==> config.mk <==
export PLATFORM = sky130hd
export DESIGN_NAME = pinned_lru_slot_cache_core
export DESIGN_NICKNAME = d
export VERILOG_FILES = /design/src/plsc_pkg.sv /design/src/pinned_lru_slot_cache_core.sv
export SDC_FILE = /design/constraint.sdc
export NUM_CORES = 1
export LEC_CHECK = 0
export BUFFER_PORTS_ARGS = -buffer_cell sky130_fd_sc_hd__buf_2
export CAP_MARGIN = 20
export CORE_AREA = 2 2 208 210
export DETAILED_ROUTE_END_ITERATION = 12
export DIE_AREA = 0 0 210 212
export GPL_ROUTABILITY_DRIVEN = 1
export PLACE_DENSITY_LB_ADDON = 0.1
export SYNTH_ARGS = -nofsm -noshare
export SYNTH_HDL_FRONTEND = slang
export SYNTH_SLANG_ARGS = --single-unit
==> constraint.sdc <==
create_clock -name i_clk -period 29.5 [get_ports i_clk]
set_input_delay 1.475 -clock i_clk [delete_from_list [all_inputs] [get_ports i_clk]]
set_output_delay 1.475 -clock i_clk [all_outputs]
set_load 0.005 [all_outputs]
==> src/plsc_pkg.sv <==
// Shared types and field widths of the pinned LRU slot cache.
package plsc_pkg;

    localparam int KIND_W   = 2;
    localparam int LAYER_W  = 16;
    localparam int STATUS_W = 3;
    localparam int SLOT_W   = 4;
    localparam int TOTAL_W  = 32;

    typedef enum logic [KIND_W-1:0] {
        KIND_ACCESS = 2'd0,
        KIND_PIN    = 2'd1,
        KIND_UNPIN  = 2'd2
    } t_kind;

    typedef enum logic [STATUS_W-1:0] {
        ST_HIT        = 3'd0,
        ST_MISS_FREE  = 3'd1,
        ST_MISS_EVICT = 3'd2,
        ST_MISS_FAIL  = 3'd3,
        ST_PIN_DONE   = 3'd4,
        ST_PIN_IGNORE = 3'd5
    } t_status;

endpackage

==> src/pinned_lru_slot_cache_core.sv <==
// Top level of the pinned LRU slot cache: slot table, walk sequencer, result register.
// Usage:
//   Input channel (i_valid, o_stall, i_kind, i_layer_id) carries one request
//   item: access, pin or unpin of a layer. An item is taken at a clock edge
//   with i_valid high and o_stall low. o_stall stays high while an item is
//   being worked on.
//   Output channel (o_valid, i_stall, result fields) carries exactly one
//   result item per request. A result waits in the output register while
//   i_stall is high; the next request is taken meanwhile and its result is
//   held back until the register frees up.
//   Steps: compare walk, decision, an age walk for a hit or a miss that got
//   a slot, result load into the output register; pin, unpin, the reserved
//   kind and failed misses skip the age walk. The next item can be taken in
//   the cycle after the result loads, so a new request is taken only once
//   the last one is through.
//   Both walks stream the slot memory (one read and one write port, registered
//   read data) one entry per cycle.
//   Reset (synchronous, active low) clears every valid and pin mark, the
//   three totals, the sequencer and the output valid. The slot memory is not
//   cleared; entries are used only while their valid mark is set.
module pinned_lru_slot_cache_core #(
    parameter int SLOTS = 16
) (
    input  logic                          i_clk,
    input  logic                          i_rst_n,
    input  logic                          i_valid,
    output logic                          o_stall,
    input  logic [plsc_pkg::KIND_W-1:0]   i_kind,
    input  logic [plsc_pkg::LAYER_W-1:0]  i_layer_id,
    output logic                          o_valid,
    input  logic                          i_stall,
    output logic [plsc_pkg::STATUS_W-1:0] o_status,
    output logic [plsc_pkg::SLOT_W-1:0]   o_slot_index,
    output logic [plsc_pkg::LAYER_W-1:0]  o_evicted_layer,
    output logic                          o_fill_request,
    output logic [plsc_pkg::TOTAL_W-1:0]  o_hit_total,
    output logic [plsc_pkg::TOTAL_W-1:0]  o_miss_total,
    output logic [plsc_pkg::TOTAL_W-1:0]  o_eviction_total
);

    // Index and age widths; ages are ranks among valid slots, so 0..SLOTS-1.
    localparam int IW = (SLOTS > 1) ? $clog2(SLOTS) : 1;
    localparam int AW = IW;
    localparam int CW = $clog2(SLOTS + 1);
    localparam int EW = plsc_pkg::LAYER_W + AW;
    localparam logic [CW-1:0] CNT_END = CW'(SLOTS);
    localparam logic [plsc_pkg::TOTAL_W-1:0] TOT_ONE = 1;

    typedef enum logic [2:0] {
        S_IDLE,
        S_SCAN,
        S_DECIDE,
        S_AGE,
        S_DONE
    } t_state;

    t_state r_state;

    // Per-slot flags in flip-flops.
    logic [SLOTS-1:0] r_valid;
    logic [SLOTS-1:0] r_pinned;

    // Slot memory: {layer id, age} per entry, registered read.
    logic [EW-1:0] r_mem [SLOTS];
    logic [EW-1:0] r_rd;
    logic [IW-1:0] rd_addr;
    logic          wr_en;
    logic [IW-1:0] wr_addr;
    logic [EW-1:0] wr_data;

    // Request held for the duration of the walks.
    plsc_pkg::t_kind            r_kind;
    logic [plsc_pkg::LAYER_W-1:0] r_id;

    // Walk counter and the index of the entry whose read data is in r_rd.
    logic [CW-1:0] r_cnt;
    logic          r_pvld;
    logic [IW-1:0] r_pidx;

    // Scan findings.
    logic          r_found;
    logic [IW-1:0] r_fidx;
    logic [AW-1:0] r_fage;
    logic          r_free;
    logic [IW-1:0] r_freeidx;
    logic          r_best;
    logic [IW-1:0] r_bidx;
    logic [AW-1:0] r_bage;
    logic [plsc_pkg::LAYER_W-1:0] r_blay;

    // Target slot for the age walk and its old age (infinite for a free slot).
    logic [IW-1:0] r_s;
    logic [AW-1:0] r_a;
    logic          r_ainf;

    // Result under construction.
    plsc_pkg::t_status            r_res_status;
    logic [IW-1:0]                r_res_slot;
    logic [plsc_pkg::LAYER_W-1:0] r_res_evict;
    logic                         r_res_fill;

    // Running totals.
    logic [plsc_pkg::TOTAL_W-1:0] r_hit_cnt;
    logic [plsc_pkg::TOTAL_W-1:0] r_miss_cnt;
    logic [plsc_pkg::TOTAL_W-1:0] r_evict_cnt;

    // Output register.
    logic                          r_ovld;
    logic [plsc_pkg::STATUS_W-1:0] r_ostatus;
    logic [plsc_pkg::SLOT_W-1:0]   r_oslot;
    logic [plsc_pkg::LAYER_W-1:0]  r_oevict;
    logic                          r_ofill;
    logic [plsc_pkg::TOTAL_W-1:0]  r_ohit;
    logic [plsc_pkg::TOTAL_W-1:0]  r_omiss;
    logic [plsc_pkg::TOTAL_W-1:0]  r_oevtot;

    // Fields of the entry just read, and its flags.
    logic [plsc_pkg::LAYER_W-1:0] rd_layer;
    logic [AW-1:0]                rd_age;
    logic                         p_valid;
    logic                         p_pinned;
    logic                         in_acc;
    logic                         issue;
    logic                         walk_end;
    logic                         age_older;

    assign rd_layer = r_rd[EW-1:AW];
    assign rd_age   = r_rd[AW-1:0];
    assign p_valid  = r_valid[r_pidx];
    assign p_pinned = r_pinned[r_pidx];
    assign in_acc   = i_valid && !o_stall;
    assign issue    = (r_cnt < CNT_END);
    assign walk_end = !issue && !r_pvld;
    // Older-than test of the victim search.
    assign age_older = r_pvld && (rd_age > r_bage);

    assign o_stall = (r_state != S_IDLE);
    assign rd_addr = r_cnt[IW-1:0];

    // Age walk write port: the target gets {id, 0}, younger valid slots age by one.
    always_comb begin
        wr_en   = 1'b0;
        wr_addr = r_pidx;
        wr_data = {r_id, AW'(0)};
        if (r_state == S_AGE && r_pvld) begin
            if (r_pidx == r_s) begin
                wr_en = 1'b1;
            end else if (p_valid && (r_ainf || rd_age < r_a)) begin
                wr_en   = 1'b1;
                wr_data = {rd_layer, rd_age + AW'(1)};
            end
        end
    end

    always_ff @(posedge i_clk) begin
        r_rd <= r_mem[rd_addr];
        if (wr_en) begin
            r_mem[wr_addr] <= wr_data;
        end
    end

    always_ff @(posedge i_clk) begin
        if (!i_rst_n) begin
            r_state     <= S_IDLE;
            r_valid     <= '0;
            r_pinned    <= '0;
            r_hit_cnt   <= '0;
            r_miss_cnt  <= '0;
            r_evict_cnt <= '0;
            r_ovld      <= 1'b0;
            r_pvld      <= 1'b0;
            r_cnt       <= '0;
        end else begin
            // Drop the result once the receiver takes it, unless a new one loads.
            if (r_ovld && !i_stall && (r_state != S_DONE)) begin
                r_ovld <= 1'b0;
            end

            case (r_state)
                S_IDLE: begin
                    if (in_acc) begin
                        r_kind  <= plsc_pkg::t_kind'(i_kind);
                        r_id    <= i_layer_id;
                        r_cnt   <= '0;
                        r_pvld  <= 1'b0;
                        r_found <= 1'b0;
                        r_free  <= 1'b0;
                        r_best  <= 1'b0;
                        r_state <= S_SCAN;
                    end
                end

                S_SCAN: begin
                    // Advance the read pointer; compare the entry read last cycle.
                    if (issue) begin
                        r_cnt <= r_cnt + CW'(1);
                    end
                    r_pvld <= issue;
                    r_pidx <= r_cnt[IW-1:0];
                    if (r_pvld) begin
                        if (!r_found && p_valid && rd_layer == r_id) begin
                            r_found <= 1'b1;
                            r_fidx  <= r_pidx;
                            r_fage  <= rd_age;
                        end
                        if (!r_free && !p_valid) begin
                            r_free    <= 1'b1;
                            r_freeidx <= r_pidx;
                        end
                        if (p_valid && !p_pinned && (!r_best || age_older)) begin
                            r_best <= 1'b1;
                            r_bidx <= r_pidx;
                            r_bage <= rd_age;
                            r_blay <= rd_layer;
                        end
                    end
                    if (walk_end) begin
                        r_state <= S_DECIDE;
                    end
                end

                S_DECIDE: begin
                    r_cnt  <= '0;
                    r_pvld <= 1'b0;
                    case (r_kind)
                        plsc_pkg::KIND_ACCESS: begin
                            if (r_found) begin
                                r_hit_cnt    <= r_hit_cnt + TOT_ONE;
                                r_res_status <= plsc_pkg::ST_HIT;
                                r_res_slot   <= r_fidx;
                                r_res_evict  <= '0;
                                r_res_fill   <= 1'b0;
                                r_s          <= r_fidx;
                                r_a          <= r_fage;
                                r_ainf       <= 1'b0;
                                r_state      <= S_AGE;
                            end else begin
                                r_miss_cnt <= r_miss_cnt + TOT_ONE;
                                if (r_free) begin
                                    r_res_status       <= plsc_pkg::ST_MISS_FREE;
                                    r_res_slot         <= r_freeidx;
                                    r_res_evict        <= '0;
                                    r_res_fill         <= 1'b1;
                                    r_s                <= r_freeidx;
                                    r_ainf             <= 1'b1;
                                    r_valid[r_freeidx] <= 1'b1;
                                    r_pinned[r_freeidx] <= 1'b0;
                                    r_state            <= S_AGE;
                                end else if (r_best) begin
                                    r_evict_cnt     <= r_evict_cnt + TOT_ONE;
                                    r_res_status    <= plsc_pkg::ST_MISS_EVICT;
                                    r_res_slot      <= r_bidx;
                                    r_res_evict     <= r_blay;
                                    r_res_fill      <= 1'b1;
                                    r_s             <= r_bidx;
                                    r_a             <= r_bage;
                                    r_ainf          <= 1'b0;
                                    r_pinned[r_bidx] <= 1'b0;
                                    r_state         <= S_AGE;
                                end else begin
                                    r_res_status <= plsc_pkg::ST_MISS_FAIL;
                                    r_res_slot   <= '0;
                                    r_res_evict  <= '0;
                                    r_res_fill   <= 1'b0;
                                    r_state      <= S_DONE;
                                end
                            end
                        end
                        plsc_pkg::KIND_PIN, plsc_pkg::KIND_UNPIN: begin
                            r_res_evict <= '0;
                            r_res_fill  <= 1'b0;
                            r_state     <= S_DONE;
                            if (r_found) begin
                                r_pinned[r_fidx] <= (r_kind == plsc_pkg::KIND_PIN);
                                r_res_status     <= plsc_pkg::ST_PIN_DONE;
                                r_res_slot       <= r_fidx;
                            end else begin
                                r_res_status <= plsc_pkg::ST_PIN_IGNORE;
                                r_res_slot   <= '0;
                            end
                        end
                        default: begin
                            r_res_status <= plsc_pkg::ST_PIN_IGNORE;
                            r_res_slot   <= '0;
                            r_res_evict  <= '0;
                            r_res_fill   <= 1'b0;
                            r_state      <= S_DONE;
                        end
                    endcase
                end

                S_AGE: begin
                    // Read-modify-write one entry per cycle; each write uses the registered read data of its entry.
                    if (issue) begin
                        r_cnt <= r_cnt + CW'(1);
                    end
                    r_pvld <= issue;
                    r_pidx <= r_cnt[IW-1:0];
                    if (walk_end) begin
                        r_state <= S_DONE;
                    end
                end

                S_DONE: begin
                    // Hold until the output register is free.
                    if (!r_ovld || !i_stall) begin
                        r_ovld    <= 1'b1;
                        r_ostatus <= r_res_status;
                        r_oslot   <= plsc_pkg::SLOT_W'(r_res_slot);
                        r_oevict  <= r_res_evict;
                        r_ofill   <= r_res_fill;
                        r_ohit    <= r_hit_cnt;
                        r_omiss   <= r_miss_cnt;
                        r_oevtot  <= r_evict_cnt;
                        r_state   <= S_IDLE;
                    end
                end

                default: begin
                    r_state <= S_IDLE;
                end
            endcase
        end
    end

    assign o_valid          = r_ovld;
    assign o_status         = r_ostatus;
    assign o_slot_index     = r_oslot;
    assign o_evicted_layer  = r_oevict;
    assign o_fill_request   = r_ofill;
    assign o_hit_total      = r_ohit;
    assign o_miss_total     = r_omiss;
    assign o_eviction_total = r_oevtot;

endmodule

Word-level counts from Yosys, hierarchy flattened
Memories as Yosys holds them, arrays and structs flattened. A register that Yosys moved wholly into a read port is not among the register bits.
Cells that the tools add are included.
{"block": "totals", "word_cells": 212, "ram_bits": 320, "register_bits": 352, "inputBits": 22, "n_memories": 1}
{"memory": "r_mem", "depth": 16, "width": 20, "rd": 1, "rd_ports_with_merged_regs": 1, "write_ports": 1, "line": "pinned_lru_slot_cache_core.sv:64", "text": "logic [EW-1:0] r_mem [SLOTS];"}
{"block": "op_classes", "n_bitwise": 9, "mux": 70, "reduce_logical": 60, "n_lt_le_gt_ge": 10, "eq_ne": 22, "addsub": 5}
{"cell": "adder 32 x 1 -> 32 bit, second input constant", "count": 3}
{"cell": "2-to-1 mux 16 bit", "count": 4}
{"cell": "2-to-1 mux 20 bit", "count": 3}
{"cell": "2-to-1 mux 4 bit", "count": 10}
{"cell": "AND 16 bit", "count": 2}
{"cell": "inverter 16 bit", "count": 2}
{"cell": "one-hot mux 16 bit (2 select lines)", "count": 1}
{"cell": "AND reduction 5 bit", "count": 6}
{"cell": "2-to-1 mux 1 bit", "count": 26}
{"cell": "2-to-1 mux 3 bit", "count": 8}
{"cell": "AND reduction 4 bit", "count": 6}
{"cell": "inequality test 2 bit, second input constant", "count": 11}
{"cell": "< comparator 4 x 5 -> 1 bit, second input constant", "count": 4}
{"cell": "bitwise mux 16 bit", "count": 1}
{"cell": "equality test 16 bit", "count": 1}
{"cell": "OR 16 bit", "count": 1}
{"cell": "logical AND 1 bit", "count": 15}
{"cell": "one-hot mux 3 bit (5 select lines)", "count": 1}
{"cell": "one-hot mux 5 bit (3 select lines)", "count": 1}
{"cell": "AND reduction 3 bit", "count": 5}
{"cell": "demux 1 bit (select 4 bit)", "count": 3}
{"cell": "greater-or-equal comparator 4 x 1 -> 1 bit, second input constant", "count": 3}
{"cell": "logical NOT 1 bit", "count": 10}
{"cell": "2-to-1 mux 5 bit", "count": 2}
{"cell": "other kinds (28)", "count": 47}

Depth between registers and ports, before layout
{"block": "depth", "depth_word": 10, "ltp_mapped": 9, "mapped_depth_nobuf": 7}

Least setup slack after synthesis
OpenSTA, ideal clock, no wires.
{"block": "synth_path", "path_kind": "input port to flip-flop", "start": "input i_rst_n", "end": "register r_oevict (netlist bit o_evicted_layer[0]), enable pin", "t_required_ps": 28607, "setup_time_ps": 893, "path_stages": 3, "path_slack_ps": 15452, "arrival_time_ps": 13155, "cell_sequence": "inv_1 > clkbuf_1 > nor4_1"}
{"block": "synth_between", "elab_chain_cells": 1}
{"element": "start, declared", "line": "pinned_lru_slot_cache_core.sv:25", "text": "input logic i_rst_n,"}
{"element": "AND reduction 3 bit (no line)"}
{"element": "end signal, assigned", "line": "pinned_lru_slot_cache_core.sv:310", "text": "r_oevict <= r_res_evict;"}
{"element": "end, declared", "line": "pinned_lru_slot_cache_core.sv:111", "text": "logic [plsc_pkg::LAYER_W-1:0] r_oevict;"}
No other way between the ends.
A chain may end at the register's enable or synchronous reset.

Final worst setup path
{"block": "layout_path", "start": "input i_rst_n", "end": "register r_omiss (netlist bit o_miss_total[0]), enable pin"}
{"block": "layout_between", "elab_chain_cells": 1}
{"element": "AND reduction 3 bit (no line)"}
{"element": "end signal, assigned", "line": "pinned_lru_slot_cache_core.sv:313", "text": "r_omiss <= r_miss_cnt;"}
{"element": "end, declared", "line": "pinned_lru_slot_cache_core.sv:114", "text": "logic [plsc_pkg::TOTAL_W-1:0] r_omiss;"}
No other way between the ends.

==> metrics.csv <==
metric;value;unit
status;finished clean;
Seq. cell area;19200;µm²
CP startpoint kind;input port;
Slew headroom;0.292;
die area;44500;µm²
top cells by area, synth;edfxtp_1 59%, dfxtp_1 12%, mux4_2 8.9%;
worst skew pair latency;0.60;ns
Seq/Total Area, Yosys;0.708;
Die W;210;µm
Post-synth EDFFs;534;
Pleak;9.89;nW
Power Density;63.9;nW/µm²
postcts setup bufs;0;
Max Cap Violations;0;
post-layout minimum cycle time;4.54;ns
Reg power frac;0.534;
peak supply drop;0.0532;mV
n_diodes;0;
drt pass-1 iters;6;
global placement routability congestion;0.879;
post-detail-place hpwl;33.2;mm
fillers;2662;
CTS Hold Buffers Added;0;
busiest grt layer;met2;
CTS Root Cell;clkbuf_16;
Hold Fails Final Rpt;0;
area of the core;42500;µm²
slowest CP cell;clkinv_2;
Reg2Reg Depth;6;
YS warnings;0;
drt initial violations;1473;
M1 GR Usage;0.349;
Clk pin slew, worst setup/hold paths;0.06;ns
Synth cell types;61;
drt via density;6.13;
CP Depth;6;
Post-Syn Area;27100;µm²
Cell Area, Placed;28500;µm²
average size of a mapped cell;15.6;µm²
CP peak stage delay;0.84;ns
largest net degree at the start of global routing;72;
final core area utilization;0.724;
Hold Path Depth;0;
Slew Viols, Final;0;
Final Cell Area;30800;µm²
Ports;144;
dpl cells;2355;
Post-synth ARST share;0;
sw frac;0.194;
worst slew pin tran;1.06;ns
final hold slack;0.416;ns
global route overflow;0;
first-pass GRT wire length;85.1;mm
fmax;220;MHz
post-cts resize count;0;
layout cell share with drive strength beyond 1;0.223;
Detail Route Antenna Nets;0;
Worst Skew;0.0137;ns
Buffers on Ports;143;
row count;76;
DRC viols;0;
initial antenna violation count;0;
min-delay worst type;register to register;
crit-path cells;buf_2, buf_4, clkinv_2, nor4_2, buf_4, buf_4;
total wire length;55.5;mm
most frequent cell after synthesis;edfxtp_1;
power share of the clock group;0.446;
TritonCTS clock tree;built;
WP buf/inv;5;
most common flop cell mapped by yosys;edfxtp_1;
GR Util met3;0.0391;
pre-CTS setup slack;24.34;ns
Final Setup Violations;0;
Wirelength per Cell;22.4;µm
clock sinks;692;
RSZ-0062 raised after global routing;false;
Layout Nets;1917;
setup tns final;0;ns
gr usage total;0.255;
#FFs+latches synth;692;
Setup CP Type;input port to register;
die height;212;µm
switching pwr;383;µW
final setup margin;24.96;ns
P_int;1.58;mW
Initial Util;0.638;
vias in the first global route;14816;
Finished Layout Cells;2480;
Logic pwr share;0.020;
GR Util met2;0.421;
Most Frequent Cell on Critical Path;buf_4;
footprint of the multi-input gates;7640;µm²
top cell type's share of synthesized area;0.591;
worst-path fanout max;71;
Via Count;15203;
CTS Buf Count;68;
Commonest cells post-synth;534 x edfxtp_1, 158 x dfxtp_1, 119 x nor2_1;
Final period util;0.154;
CP arrival;4.74;ns
Yosys top cell by area;edfxtp_1;
Bufs on Longest Clock Path;3;
Crit path max-delay family;buffers and inverters;
WP data required;29.71;ns
Synth Net Count;1773;
H-tree levels;3;
Mapped Cells;1736;
Tot Pwr;1.97;mW
Area Growth Syn to Fin;13.6;%
Reg2Reg Setup Slack;25.86;ns
Crit. End Element;register;
[cells by family after synthesis]
group,share of synthesized area
flops,0.708
mux,0.105
fa+ha+maj,0.00692
xor+xnor,0.0262
compound gates,0.0411
buf+inv,0.0172
simple gates,0.0954
[per-layer routing]
metal / share of wire / up-vias
li1: - / 6955
met1: 0.42 / 7683
met2: 0.50 / 463
met3: 0.054 / 102
met4: 0.027 / 0
met5: 0 / -
[worst paths after layout]
path | from | to
worst max-delay path | i_rst_n | o_miss_total[0]
worst min register to register | r_res_slot[2] | o_slot_index[2]
worst min-delay path | r_res_slot[2] | o_slot_index[2]
worst max register to register | r_pidx[3] | r_mem[12][16]
[cell usage in the layout (no fill, tap or decap), types with 24 or more instances in the layout]
| cell | instances |
|---|---|
| a21oi_1 | 62 |
| and2_1 | 28 |
| buf_2 | 143 |
| clkbuf_16 | 73 |
| dfxtp_1 | 154 |
| edfxtp_1 | 534 |
| inv_1 | 27 |
| mux2i_1 | 24 |
| mux4_2 | 107 |
| nand2_1 | 86 |
| nand2b_1 | 27 |
| nand3_1 | 49 |
| nand4_1 | 38 |
| nor2_1 | 118 |
| nor3_1 | 37 |
| o21ai_0 | 47 |
| or3_1 | 25 |
| xnor2_1 | 40 |
| xor2_1 | 41 |
[state kept, by name (all words and copies together) (netlist names), 5 cells and up]
register / count
r_mem: 320
o_eviction_total: 32
o_hit_total: 32
o_miss_total: 32
r_evict_cnt: 32
r_hit_cnt: 32
r_miss_cnt: 32
r_rd: 20
o_evicted_layer: 16
r_blay: 16
r_id: 16
r_pinned: 16
r_res_evict: 16
r_valid: 16
r_cnt: 5
[worst reg2reg max path, cell delays in order, from the launching register on]
cell	delay [ns]
edfxtp_1	1.01
mux2_2	0.33
nor2_1	0.04
o311a_1	0.48
a21o_1	0.19
buf_4	0.28
a21oi_4	0.89
[cell type report]
cell class                      count  share of cell area
Clock buffer                       90              0.0640
Clock inverter                     34              0.0108
Inverter                           28             0.00345
Multi-Input combinational cell    929               0.248
Sequential cell                   692               0.624
Tap cell                          546              0.0222
Timing Repair Buffer              161              0.0276
[power groups by stage]
stage / registers, mW / clock network (mW) / logic [mW]
floorplan: 1.07 / 0 / 0.0324
global placement: 1.07 / 0 / 0.0383
detailed placement: 1.07 / 0 / 0.0391
CTS: 1.05 / 0.893 / 0.0394
global route: 1.05 / 0.931 / 0.0422
finish: 1.05 / 0.877 / 0.0391
(Power assumes the default switching activity.)
